$ cat src/design/ccl_pkg.sv
// Shared types, constants and preset table for the credential check core.
// No dependencies; imported by the top level and the testbench.
package ccl_pkg;

   // Field widths
   localparam int ID_W     = 48;
   localparam int KEY_W    = 32;
   localparam int CNT_W    = 4;
   localparam int LIMIT_W  = 4;
   localparam int STATUS_W = 3;

   // Preset users loaded by the sweep after reset
   localparam int PRESET_COUNT = 5;
   localparam int PRESET_IDX_W = 3;
   localparam logic [CNT_W-1:0] CNT_MAX       = 4'd15;
   localparam logic [LIMIT_W-1:0] LIMIT_RESET = 4'd3;

   // Request kinds (carried on tuser)
   localparam logic ACT_VERIFY = 1'b0;
   localparam logic ACT_CHANGE = 1'b1;

   // Result status codes
   localparam logic [STATUS_W-1:0] STS_GRANTED   = 3'd0;
   localparam logic [STATUS_W-1:0] STS_WRONG_KEY = 3'd1;
   localparam logic [STATUS_W-1:0] STS_BLOCKED   = 3'd2;
   localparam logic [STATUS_W-1:0] STS_NOT_FOUND = 3'd3;
   localparam logic [STATUS_W-1:0] STS_CHANGED   = 3'd4;
   localparam logic [STATUS_W-1:0] STS_NO_ID     = 3'd5;

   // One table entry as stored in the RAM
   typedef struct packed {
      logic [ID_W-1:0]  id;
      logic [KEY_W-1:0] key;
      logic [CNT_W-1:0] fails;
      logic             locked;
   } entry_type;

   localparam int ENTRY_W = $bits(entry_type);

   // Preset IDs, first character in the top byte
   function automatic logic [ID_W-1:0] preset_id(input logic [PRESET_IDX_W-1:0] idx);
      logic [ID_W-1:0] val;
      case (idx)
         3'd0:    val = 48'h313233343536; // "123456"
         3'd1:    val = 48'h363534333231; // "654321"
         3'd2:    val = 48'h414243443132; // "ABCD12"
         3'd3:    val = 48'h414243443334; // "ABCD34"
         3'd4:    val = 48'h393837363534; // "987654"
         default: val = '0;
      endcase
      return val;
   endfunction

   // Preset keys
   function automatic logic [KEY_W-1:0] preset_key(input logic [PRESET_IDX_W-1:0] idx);
      logic [KEY_W-1:0] val;
      case (idx)
         3'd1:                   val = 32'h34333231; // "4321"
         3'd0, 3'd2, 3'd3, 3'd4: val = 32'h31323334; // "1234"
         default:                val = '0;
      endcase
      return val;
   endfunction

endpackage

$ cat src/design/ccl_ram.sv
// Generic single-write, single-read RAM with registered read data.
// No dependencies.
module ccl_ram #(
   parameter int WIDTH = 8,
   parameter int DEPTH = 8
) (
   input  logic                     clock,
   input  logic                     wr_en,
   input  logic [$clog2(DEPTH)-1:0] wr_addr,
   input  logic [WIDTH-1:0]         wr_data,
   input  logic [$clog2(DEPTH)-1:0] rd_addr,
   output logic [WIDTH-1:0]         rd_data
);

   logic [WIDTH-1:0] mem [DEPTH];
   logic [WIDTH-1:0] rd_data_ff;

   // write port and registered read port
   always_ff @(posedge clock) begin
      if (wr_en) begin
         mem[wr_addr] <= wr_data;
      end
      rd_data_ff <= mem[rd_addr];
   end

   assign rd_data = rd_data_ff;

endmodule

$ cat src/design/credential_check_with_lockout_core.sv
// Top level of the credential check core: request FSM, table scan, update.
// Depends on ccl_pkg and ccl_ram.
//
// Keeps a table of USER_SLOTS users in one RAM (ID, key, failed count, blocked
// flag). After reset the block loads the five preset users and zeroes the
// other slots; req_tready stays low meanwhile, while csr writes are taken at
// any time. After a request beat is accepted, the scan reads one table slot per
// cycle through the registered RAM read port; a hit ends the scan at that slot
// and a miss scans every slot. The next request beat is taken the cycle after
// the result is loaded into the output register. The matched entry is written
// back in the cycle it is compared. Slots beyond the five presets never match.
module credential_check_with_lockout_core
   import ccl_pkg::*;
#(
   parameter int USER_SLOTS = 8
) (
   input  logic        clock,
   input  logic        reset,
   // request channel
   input  logic        req_tvalid,
   output logic        req_tready,
   input  logic [79:0] req_tdata,   // [47:0] user_id, [79:48] user_key
   input  logic        req_tuser,   // [0] action
   // result channel
   output logic        rsp_tvalid,
   input  logic        rsp_tready,
   output logic [7:0]  rsp_tdata,   // [0] granted, [3:1] status, [7:4] zero
   // configuration
   input  logic        csr_wr_en,
   input  logic [3:0]  csr_wr_data  // attempt_limit
);

   localparam int ADDR_W = $clog2(USER_SLOTS);
   localparam int CNT_IW = ADDR_W + 1;
   localparam logic [ADDR_W-1:0] LAST_IDX   = ADDR_W'(USER_SLOTS - 1);
   localparam logic [CNT_IW-1:0] SLOTS_CNT  = CNT_IW'(USER_SLOTS);
   localparam logic [ADDR_W-1:0] PRESET_END = ADDR_W'(PRESET_COUNT);

   typedef enum logic [1:0] {
      S_INIT,
      S_IDLE,
      S_SCAN,
      S_DONE
   } state_type;

   state_type            state_ff, state_in;
   logic [ADDR_W-1:0]    init_idx_ff, init_idx_in;
   logic [CNT_IW-1:0]    issue_idx_ff, issue_idx_in;
   logic                 chk_valid_ff, chk_valid_in;
   logic [ADDR_W-1:0]    chk_idx_ff, chk_idx_in;
   logic                 action_ff, action_in;
   logic [ID_W-1:0]      id_ff, id_in;
   logic [KEY_W-1:0]     key_ff, key_in;
   logic                 pend_granted_ff, pend_granted_in;
   logic [STATUS_W-1:0]  pend_status_ff, pend_status_in;
   logic                 rsp_valid_ff, rsp_valid_in;
   logic                 rsp_granted_ff, rsp_granted_in;
   logic [STATUS_W-1:0]  rsp_status_ff, rsp_status_in;
   logic [LIMIT_W-1:0]   limit_ff, limit_in;

   logic                 wr_en;
   logic [ADDR_W-1:0]    wr_addr;
   entry_type            wr_entry;
   logic [ADDR_W-1:0]    rd_addr;
   logic [ENTRY_W-1:0]   rd_data;
   entry_type            rd_entry;

   logic                 req_fire;
   logic                 slot_valid;
   logic                 hit;
   logic [CNT_W-1:0]     fails_sat;
   logic                 out_free;

   // user table
   ccl_ram #(
      .WIDTH (ENTRY_W),
      .DEPTH (USER_SLOTS)
   ) u_table (
      .clock   (clock),
      .wr_en   (wr_en),
      .wr_addr (wr_addr),
      .wr_data (wr_entry),
      .rd_addr (rd_addr),
      .rd_data (rd_data)
   );

   assign rd_entry = entry_type'(rd_data);
   assign rd_addr  = issue_idx_ff[ADDR_W-1:0];

   assign req_tready = (state_ff == S_IDLE);
   assign req_fire   = req_tvalid && req_tready;
   assign out_free   = !rsp_valid_ff || rsp_tready;

   // compare of the slot whose read data is now out of the RAM
   assign slot_valid = (chk_idx_ff < PRESET_END);
   assign hit = chk_valid_ff && slot_valid && (rd_entry.id == id_ff) &&
                ((action_ff == ACT_CHANGE) || !rd_entry.locked);
   assign fails_sat = (rd_entry.fails == CNT_MAX) ? CNT_MAX : rd_entry.fails + 1'b1;

   // next-state and datapath
   always_comb begin
      state_in        = state_ff;
      init_idx_in     = init_idx_ff;
      issue_idx_in    = issue_idx_ff;
      chk_valid_in    = 1'b0;
      chk_idx_in      = chk_idx_ff;
      action_in       = action_ff;
      id_in           = id_ff;
      key_in          = key_ff;
      pend_granted_in = pend_granted_ff;
      pend_status_in  = pend_status_ff;
      rsp_valid_in    = rsp_valid_ff && !rsp_tready;
      rsp_granted_in  = rsp_granted_ff;
      rsp_status_in   = rsp_status_ff;
      limit_in        = csr_wr_en ? csr_wr_data : limit_ff;
      wr_en           = 1'b0;
      wr_addr         = chk_idx_ff;
      wr_entry        = rd_entry;

      unique case (state_ff)
         // load presets and zero the other slots, one slot per cycle
         S_INIT: begin
            wr_en   = 1'b1;
            wr_addr = init_idx_ff;
            if (init_idx_ff < PRESET_END) begin
               wr_entry.id  = preset_id(init_idx_ff[PRESET_IDX_W-1:0]);
               wr_entry.key = preset_key(init_idx_ff[PRESET_IDX_W-1:0]);
            end else begin
               wr_entry.id  = '0;
               wr_entry.key = '0;
            end
            wr_entry.fails  = '0;
            wr_entry.locked = 1'b0;
            init_idx_in = init_idx_ff + 1'b1;
            if (init_idx_ff == LAST_IDX) begin
               state_in = S_IDLE;
            end
         end

         S_IDLE: begin
            if (req_fire) begin
               action_in    = req_tuser;
               id_in        = req_tdata[ID_W-1:0];
               key_in       = req_tdata[ID_W+KEY_W-1:ID_W];
               issue_idx_in = '0;
               state_in     = S_SCAN;
            end
         end

         // issue one read per cycle, check the previous one
         S_SCAN: begin
            if (issue_idx_ff < SLOTS_CNT) begin
               chk_valid_in = 1'b1;
               chk_idx_in   = issue_idx_ff[ADDR_W-1:0];
               issue_idx_in = issue_idx_ff + 1'b1;
            end
            if (hit) begin
               wr_en    = 1'b1;
               state_in = S_DONE;
               if (action_ff == ACT_CHANGE) begin
                  wr_entry.key    = key_ff;
                  pend_granted_in = 1'b0;
                  pend_status_in  = STS_CHANGED;
               end else if (rd_entry.key == key_ff) begin
                  wr_entry.fails  = '0;
                  pend_granted_in = 1'b1;
                  pend_status_in  = STS_GRANTED;
               end else begin
                  wr_entry.fails  = fails_sat;
                  pend_granted_in = 1'b0;
                  if (fails_sat >= limit_ff) begin
                     wr_entry.locked = 1'b1;
                     pend_status_in  = STS_BLOCKED;
                  end else begin
                     pend_status_in  = STS_WRONG_KEY;
                  end
               end
            end else if (chk_valid_ff && (chk_idx_ff == LAST_IDX)) begin
               state_in        = S_DONE;
               pend_granted_in = 1'b0;
               pend_status_in  = (action_ff == ACT_CHANGE) ? STS_NO_ID : STS_NOT_FOUND;
            end
         end

         // hand the result to the output register once it is free
         S_DONE: begin
            if (out_free) begin
               rsp_valid_in   = 1'b1;
               rsp_granted_in = pend_granted_ff;
               rsp_status_in  = pend_status_ff;
               state_in       = S_IDLE;
            end
         end

         default: state_in = S_IDLE;
      endcase
   end

   // state and registered outputs
   always_ff @(posedge clock) begin
      if (reset) begin
         state_ff     <= S_INIT;
         init_idx_ff  <= '0;
         chk_valid_ff <= 1'b0;
         rsp_valid_ff <= 1'b0;
         limit_ff     <= LIMIT_RESET;
      end else begin
         state_ff     <= state_in;
         init_idx_ff  <= init_idx_in;
         chk_valid_ff <= chk_valid_in;
         rsp_valid_ff <= rsp_valid_in;
         limit_ff     <= limit_in;
      end
      issue_idx_ff    <= issue_idx_in;
      chk_idx_ff      <= chk_idx_in;
      action_ff       <= action_in;
      id_ff           <= id_in;
      key_ff          <= key_in;
      pend_granted_ff <= pend_granted_in;
      pend_status_ff  <= pend_status_in;
      rsp_granted_ff  <= rsp_granted_in;
      rsp_status_ff   <= rsp_status_in;
   end

   assign rsp_tvalid = rsp_valid_ff;
   assign rsp_tdata  = {4'b0000, rsp_status_ff, rsp_granted_ff};

endmodule

$ cat config.mk
export PLATFORM = sky130hd
export DESIGN_NAME = credential_check_with_lockout_core
export DESIGN_NICKNAME = d
export VERILOG_FILES = /design/src/design/ccl_pkg.sv /design/src/design/ccl_ram.sv /design/src/design/credential_check_with_lockout_core.sv
export SDC_FILE = /design/constraint.sdc
export NUM_CORES = 1
export LEC_CHECK = 0
export ABC_AREA = 0
export BUFFER_PORTS_ARGS = -buffer_cell sky130_fd_sc_hd__buf_2
export CORE_MARGIN = 4
export CORE_UTILIZATION = 55
export DETAILED_ROUTE_END_ITERATION = 8
export PLACE_DENSITY = 0.72
export SLEW_MARGIN = 20
export SYNTH_ARGS = -nofsm -noshare
export SYNTH_HDL_FRONTEND = slang
export SYNTH_SLANG_ARGS = --single-unit
$ cat constraint.sdc
create_clock -name clock -period 11 [get_ports clock]
set_input_delay 0.55 -clock clock [delete_from_list [all_inputs] [get_ports clock]]
set_output_delay 0.55 -clock clock [all_outputs]
set_load 0.005 [all_outputs]
* Yosys cells after proc, flatten, opt, wreduce, memory -nomap -nowiden *
Memories as Yosys holds them, arrays and structs flattened. A register that Yosys moved wholly into a read port is not among the register bits.
Cells that the tools add are included.

word-level totals
  memories = 1
  bits of input ports = 90
  logic and storage cells = 102
  output and inout port bits = 10
  memory bits (writable) = 680
  bits in registers = 107

memories
  name         words  bits a word  read ports  clocked after memory_dff  wr ports  line           text
  u_table.mem  8      85           1           1                         1         ccl_ram.sv:15  logic [WIDTH-1:0] mem [DEPTH];

operators by class
  eq/ne operators = 17
  add/sub/neg operators = 3
  bitwise operators = 1
  reductions and logical operators = 23
  magnitude comparators = 4
  muxes and demuxes = 39

operator list
  operator               count
  $pmux W47 S5           1
  $mux W80               1
  $pmux W37 S2           1
  $pmux W30 S2           1
  $eq A48 B48 Y1         1
  $mux W48               1
  $mux W37               1
  $eq A32 B32 Y1         1
  $mux W32               1
  $mux W3                6
  $mux W4                4
  $mux W1                12
  $mux W2                6
  $eq A3 B3 Y1 const B   3
  $add A4 B1 Y4 const B  2
  $pmux W2 S4            1
  $pmux W4 S2            1
  $reduce_and A2 Y1      4
  $eq A3 B2 Y1 const B   2
  $logic_and A1 B1 Y1    6
  $lt A3 B3 Y1 const B   2
  $ne A2 B2 Y1 const B   3
  $mux W5                1
  $eq A2 B2 Y1 const B   2
  other kinds (19)       23

* Depth between registers and ports, before layout *
  depth in word-level cells = 8
  mapped depth = 12
  depth with buffers taken out = 12

* Hierarchy *
From an unflattened synthesis, not the netlist that was laid out.

unflattened totals
  cells, all modules = 1645
  area, all modules = 33380.8 sq um

by module, submodules not included
  module                              area each (sq um)  times used  seq. area each (sq um)  cells each
  ccl_ram                             27239.9            1           22121.2                 1080
  credential_check_with_lockout_core  6140.9             1           3103.0                  565

* Worst setup path after synthesis *
No wires, ideal clock.

  kind = reg2reg
  from = register id_ff[9]
  to = memory u_table.mem[4][0] (netlist bit), enable pin
  slack = 5.089 ns
  data required time = 10.471 ns
  setup time = 0.529 ns
  cell stages (with the launch flop) = 8
  arrival time = 5.382 ns
  path buffers = 0
  clock period less this slack = 5.911 ns
  cell sequence = edfxtp_1 -> nor2b_1 -> a2111oi_0 -> and4_1 -> nand4_2 -> nor4_4 -> a31oi_1 -> nor2_1

on the way
  word-level cells in the longest chain between the ends = 7

ends and longest elaborated chain
  element                           line                                       text
  start: declaration                credential_check_with_lockout_core.sv:52   logic [ID_W-1:0] id_ff, id_in;
  start signal: assignment          credential_check_with_lockout_core.sv:217  id_ff <= id_in;
  $eq A48 B48 Y1                    credential_check_with_lockout_core.sv:96   assign hit = chk_valid_ff && slot_valid && (rd_entry.id == id_ff) &&
  $logic_and A1 B1 Y1 (2 in a row)  credential_check_with_lockout_core.sv:96
  $mux W1                           credential_check_with_lockout_core.sv:157  if (hit) begin
  $pmux W1 S2                       credential_check_with_lockout_core.sv:120  unique case (state_ff)
  $mux W1                           ccl_ram.sv:20                              if (wr_en) begin
  $mux W1 (not written as such)     ccl_ram.sv:21                              mem[wr_addr] <= wr_data;
  end: declaration                  ccl_ram.sv:15

Every way passes these cells.

* Worst setup path in the final report *
  from = register id_ff[9]
  to = memory u_table.mem[6][23] (netlist bit), enable pin

Same word-level chain as after synthesis.

==> metrics.csv <==
metric,value,unit
synthDistinctLibCells,52,
overflow,0,
crit_slowest_cell,buf_4,
cts_buffers,85,
instances_no_fill,2681,
grt_pass1_wl,104,mm
setup_ws,6700,ps
relSlewSlack,26.0,%
period_needed,4300,ps
timing.hold.ws,99.0,ps
max_freq,233,MHz
gp_congestion,0.753,
cts_hold_buf,0,
end_kind,register,
status,"finished, final reports clean",
diodes,0,
ys_seq_elements,872,
dieHeight,254,um
critical_path_class,reg2reg,
switchingPower,2.96,mW
netlist_instances,1696,
crit_required,11230,ps
dr.pass1.iters,5,
nNetsFinal,1938,
worstPathCellList,"nor2b_1, a2111oi_0, and4_1, nand4_2, nor4_4, a31oi_1, nor2_4, buf_4",
fin_setup_tns,0,ps
num_rows,90,
hold_viol,0,
die-area,64700,um^2
startpoint_type,register,
yosysMostFrequentCell,edfxtp_1,
hold_path_class,in2reg,
seqCellArea,25200,um^2
p_leak,12.5,nW
cts-root-buf,clkbuf_16,
hpwl,38.2,mm
grt_pass1_vias,16600,
rsz0062_at_grt,false,
drt-initial-drc-count,1632,
worstPathArrival,4530,ps
place_ws,6840,ps
synthArstFlopShare,0,%
yosysSeqAreaShare,75.6,%
htreeDepth,3,
port_buffers,95,
yosysTopAreaCell,edfxtp_1,
grt_max_degree,174,
wl,68.8,mm
cts_setup_buffers,0,
ys_warn_count,0,
irDropWorstVdd,0.000262,V
cts.sinks,872,
swShare,28.4,%
synthTopCellsByCount,"776 x edfxtp_1, 170 x mux4_2, 96 x dfxtp_1",
syn_area,33400,um^2
ant_nets,0,
syn_area_per_cell,19.7,um^2
num_vias,16100,
post_cts_resized,0,
dp.cells,2524,
fin_skew,18.8,ps
multi_input_area,7680,um^2
drv_cap,0,
synth_edf_count,776,
drive_gt1_share,27.8,%
cts_buffer_depth,3,
die_w,254,um
power_frac_seq,51.0,%
clkLatencyLatePin,620,ps
cp_max_fo,53,
drt-vias-per-instance,6.02,
grt_usage,21.5,%
clk_pin_slew_worst_paths,60,ps
nFillCells,4039,
num_io_pins,100,
area_growth,12.7,%
p_total,10.4,mW
wire_per_inst,25.7,um
worst_pin_slew,1110,ps
antenna_found_initial,0,
cts_tree,built,
synthFlopType,edfxtp_1,
critPathMaxStageDelay,740,ps
start_util,55.4,%
core-area,60200,um^2
synth_top_area_share,69.8,%
drv_slew,0,
p_int,7.46,mW
yosys-top-cells-area,"edfxtp_1 70%, mux4_2 11%, dfxtp_1 5.8%",
min_period_over_period,39.1,%
finalSetupViolCount,0,
drc,0,
powerDensity,277,nW/um^2
combPwrFrac,21.6,%
power.share.clock,27.4,%
[power groups by stage]
stage               clock [mW]  sequential (mW)  combinational [mW]
detailed placement           0             5.38                2.25
finish                    2.85             5.32                2.25
CTS                       2.90             5.32                2.27
global placement             0             5.32                2.17
global route              3.05             5.38                2.45
floorplan                    0             5.34                1.49
[kinds of logic after synthesis]
| family | share of synthesized area, % |
|---|---|
| buf+inv | 1.66 |
| simple gates | 3.00 |
| xor+xnor | 1.81 |
| fa+ha+maj | 0.675 |
| compound gates | 2.39 |
| mux | 14.9 |
| flops | 75.6 |
| other cells | 0.0112 |
[final cells by class]
| cell class | instances | share of cell area, % |
|---|---|---|
| multi-input combinational | 692 | 20.4 |
| sequential | 872 | 67.1 |
| clock inverter | 40 | 1.02 |
| inverter | 56 | 0.559 |
| timing repair buffer | 123 | 1.94 |
| tap | 782 | 2.60 |
| clock buffer | 116 | 6.35 |
[worst max-delay path, delay by kind of cell, from the launching register on]
| kind | cells | cell delay [ps] |
|---|---|---|
| compound gates | 2 | 1150 |
| simple gates | 5 | 1600 |
| buf+inv | 1 | 740 |
| flops | 1 | 370 |
[state kept, by name (all words and copies together) (netlist names), 2 cells and up]
name and flops:
state_ff 2, issue_idx_ff 4, pend_status_ff 3, u_table.mem 680
init_idx_ff 3, chk_idx_ff 3, key_ff 32, u_table.rd_data 85
limit_ff 4, id_ff 48, rsp_status_ff 3
[layer usage]
layer / wire (um) / global-route usage, %
met1: 28800 / 31.1
met2: 34500 / 35.3
met3: 4190 / 3.14
met4: 1420 / 5.89
met5: 0 / 0
[final timing paths]
kind	startpoint	to	slack (ps)	cells past startpoint
setup reg to reg	id_ff[9]$_DFFE_PP_	u_table.mem[6][23]$_DFFE_PP_	6700	8
hold reg to reg	pend_status_ff[1]$_DFFE_PP_	rsp_status_ff[1]$_DFFE_PP_	430	0
hold / removal	req_tdata[24]	id_ff[24]$_DFFE_PP_	100	1
setup / recovery	id_ff[9]$_DFFE_PP_	u_table.mem[6][23]$_DFFE_PP_	6700	8
[cells in the final DEF, fill, tap and decap left out, types with 14 or more instances in the layout]
| master | netlist | layout |
|---|---|---|
| a21oi_1 | 21 | 21 |
| buf_2 | 9 | 95 |
| buf_4 | 8 | 25 |
| clkbuf_1 | 53 | 19 |
| clkbuf_16 | 0 | 87 |
| clkinv_2 | 0 | 17 |
| dfxtp_1 | 96 | 96 |
| edfxtp_1 | 776 | 776 |
| ha_1 | 18 | 17 |
| inv_1 | 54 | 54 |
| mux2_2 | 86 | 86 |
| mux2i_1 | 16 | 16 |
| mux4_2 | 170 | 170 |
| nand2_1 | 59 | 59 |
| nand4_1 | 20 | 20 |
| nor2_1 | 61 | 53 |
| nor2b_1 | 16 | 16 |
| o21ai_0 | 49 | 49 |
| xnor2_1 | 55 | 55 |
| xor2_1 | 14 | 14 |
[metrics by stage]
| stage | instance area, um^2 | utilization, % |
|---|---|---|
| floorplan | 33400 | - |
| global placement | 34800 | 57.8 |
| detailed placement | 34800 | 57.8 |
| CTS | 37600 | 62.4 |
| global route | 37600 | 62.4 |
| finish | 37600 | 62.4 |
Power figures use the tool's default switching activity.
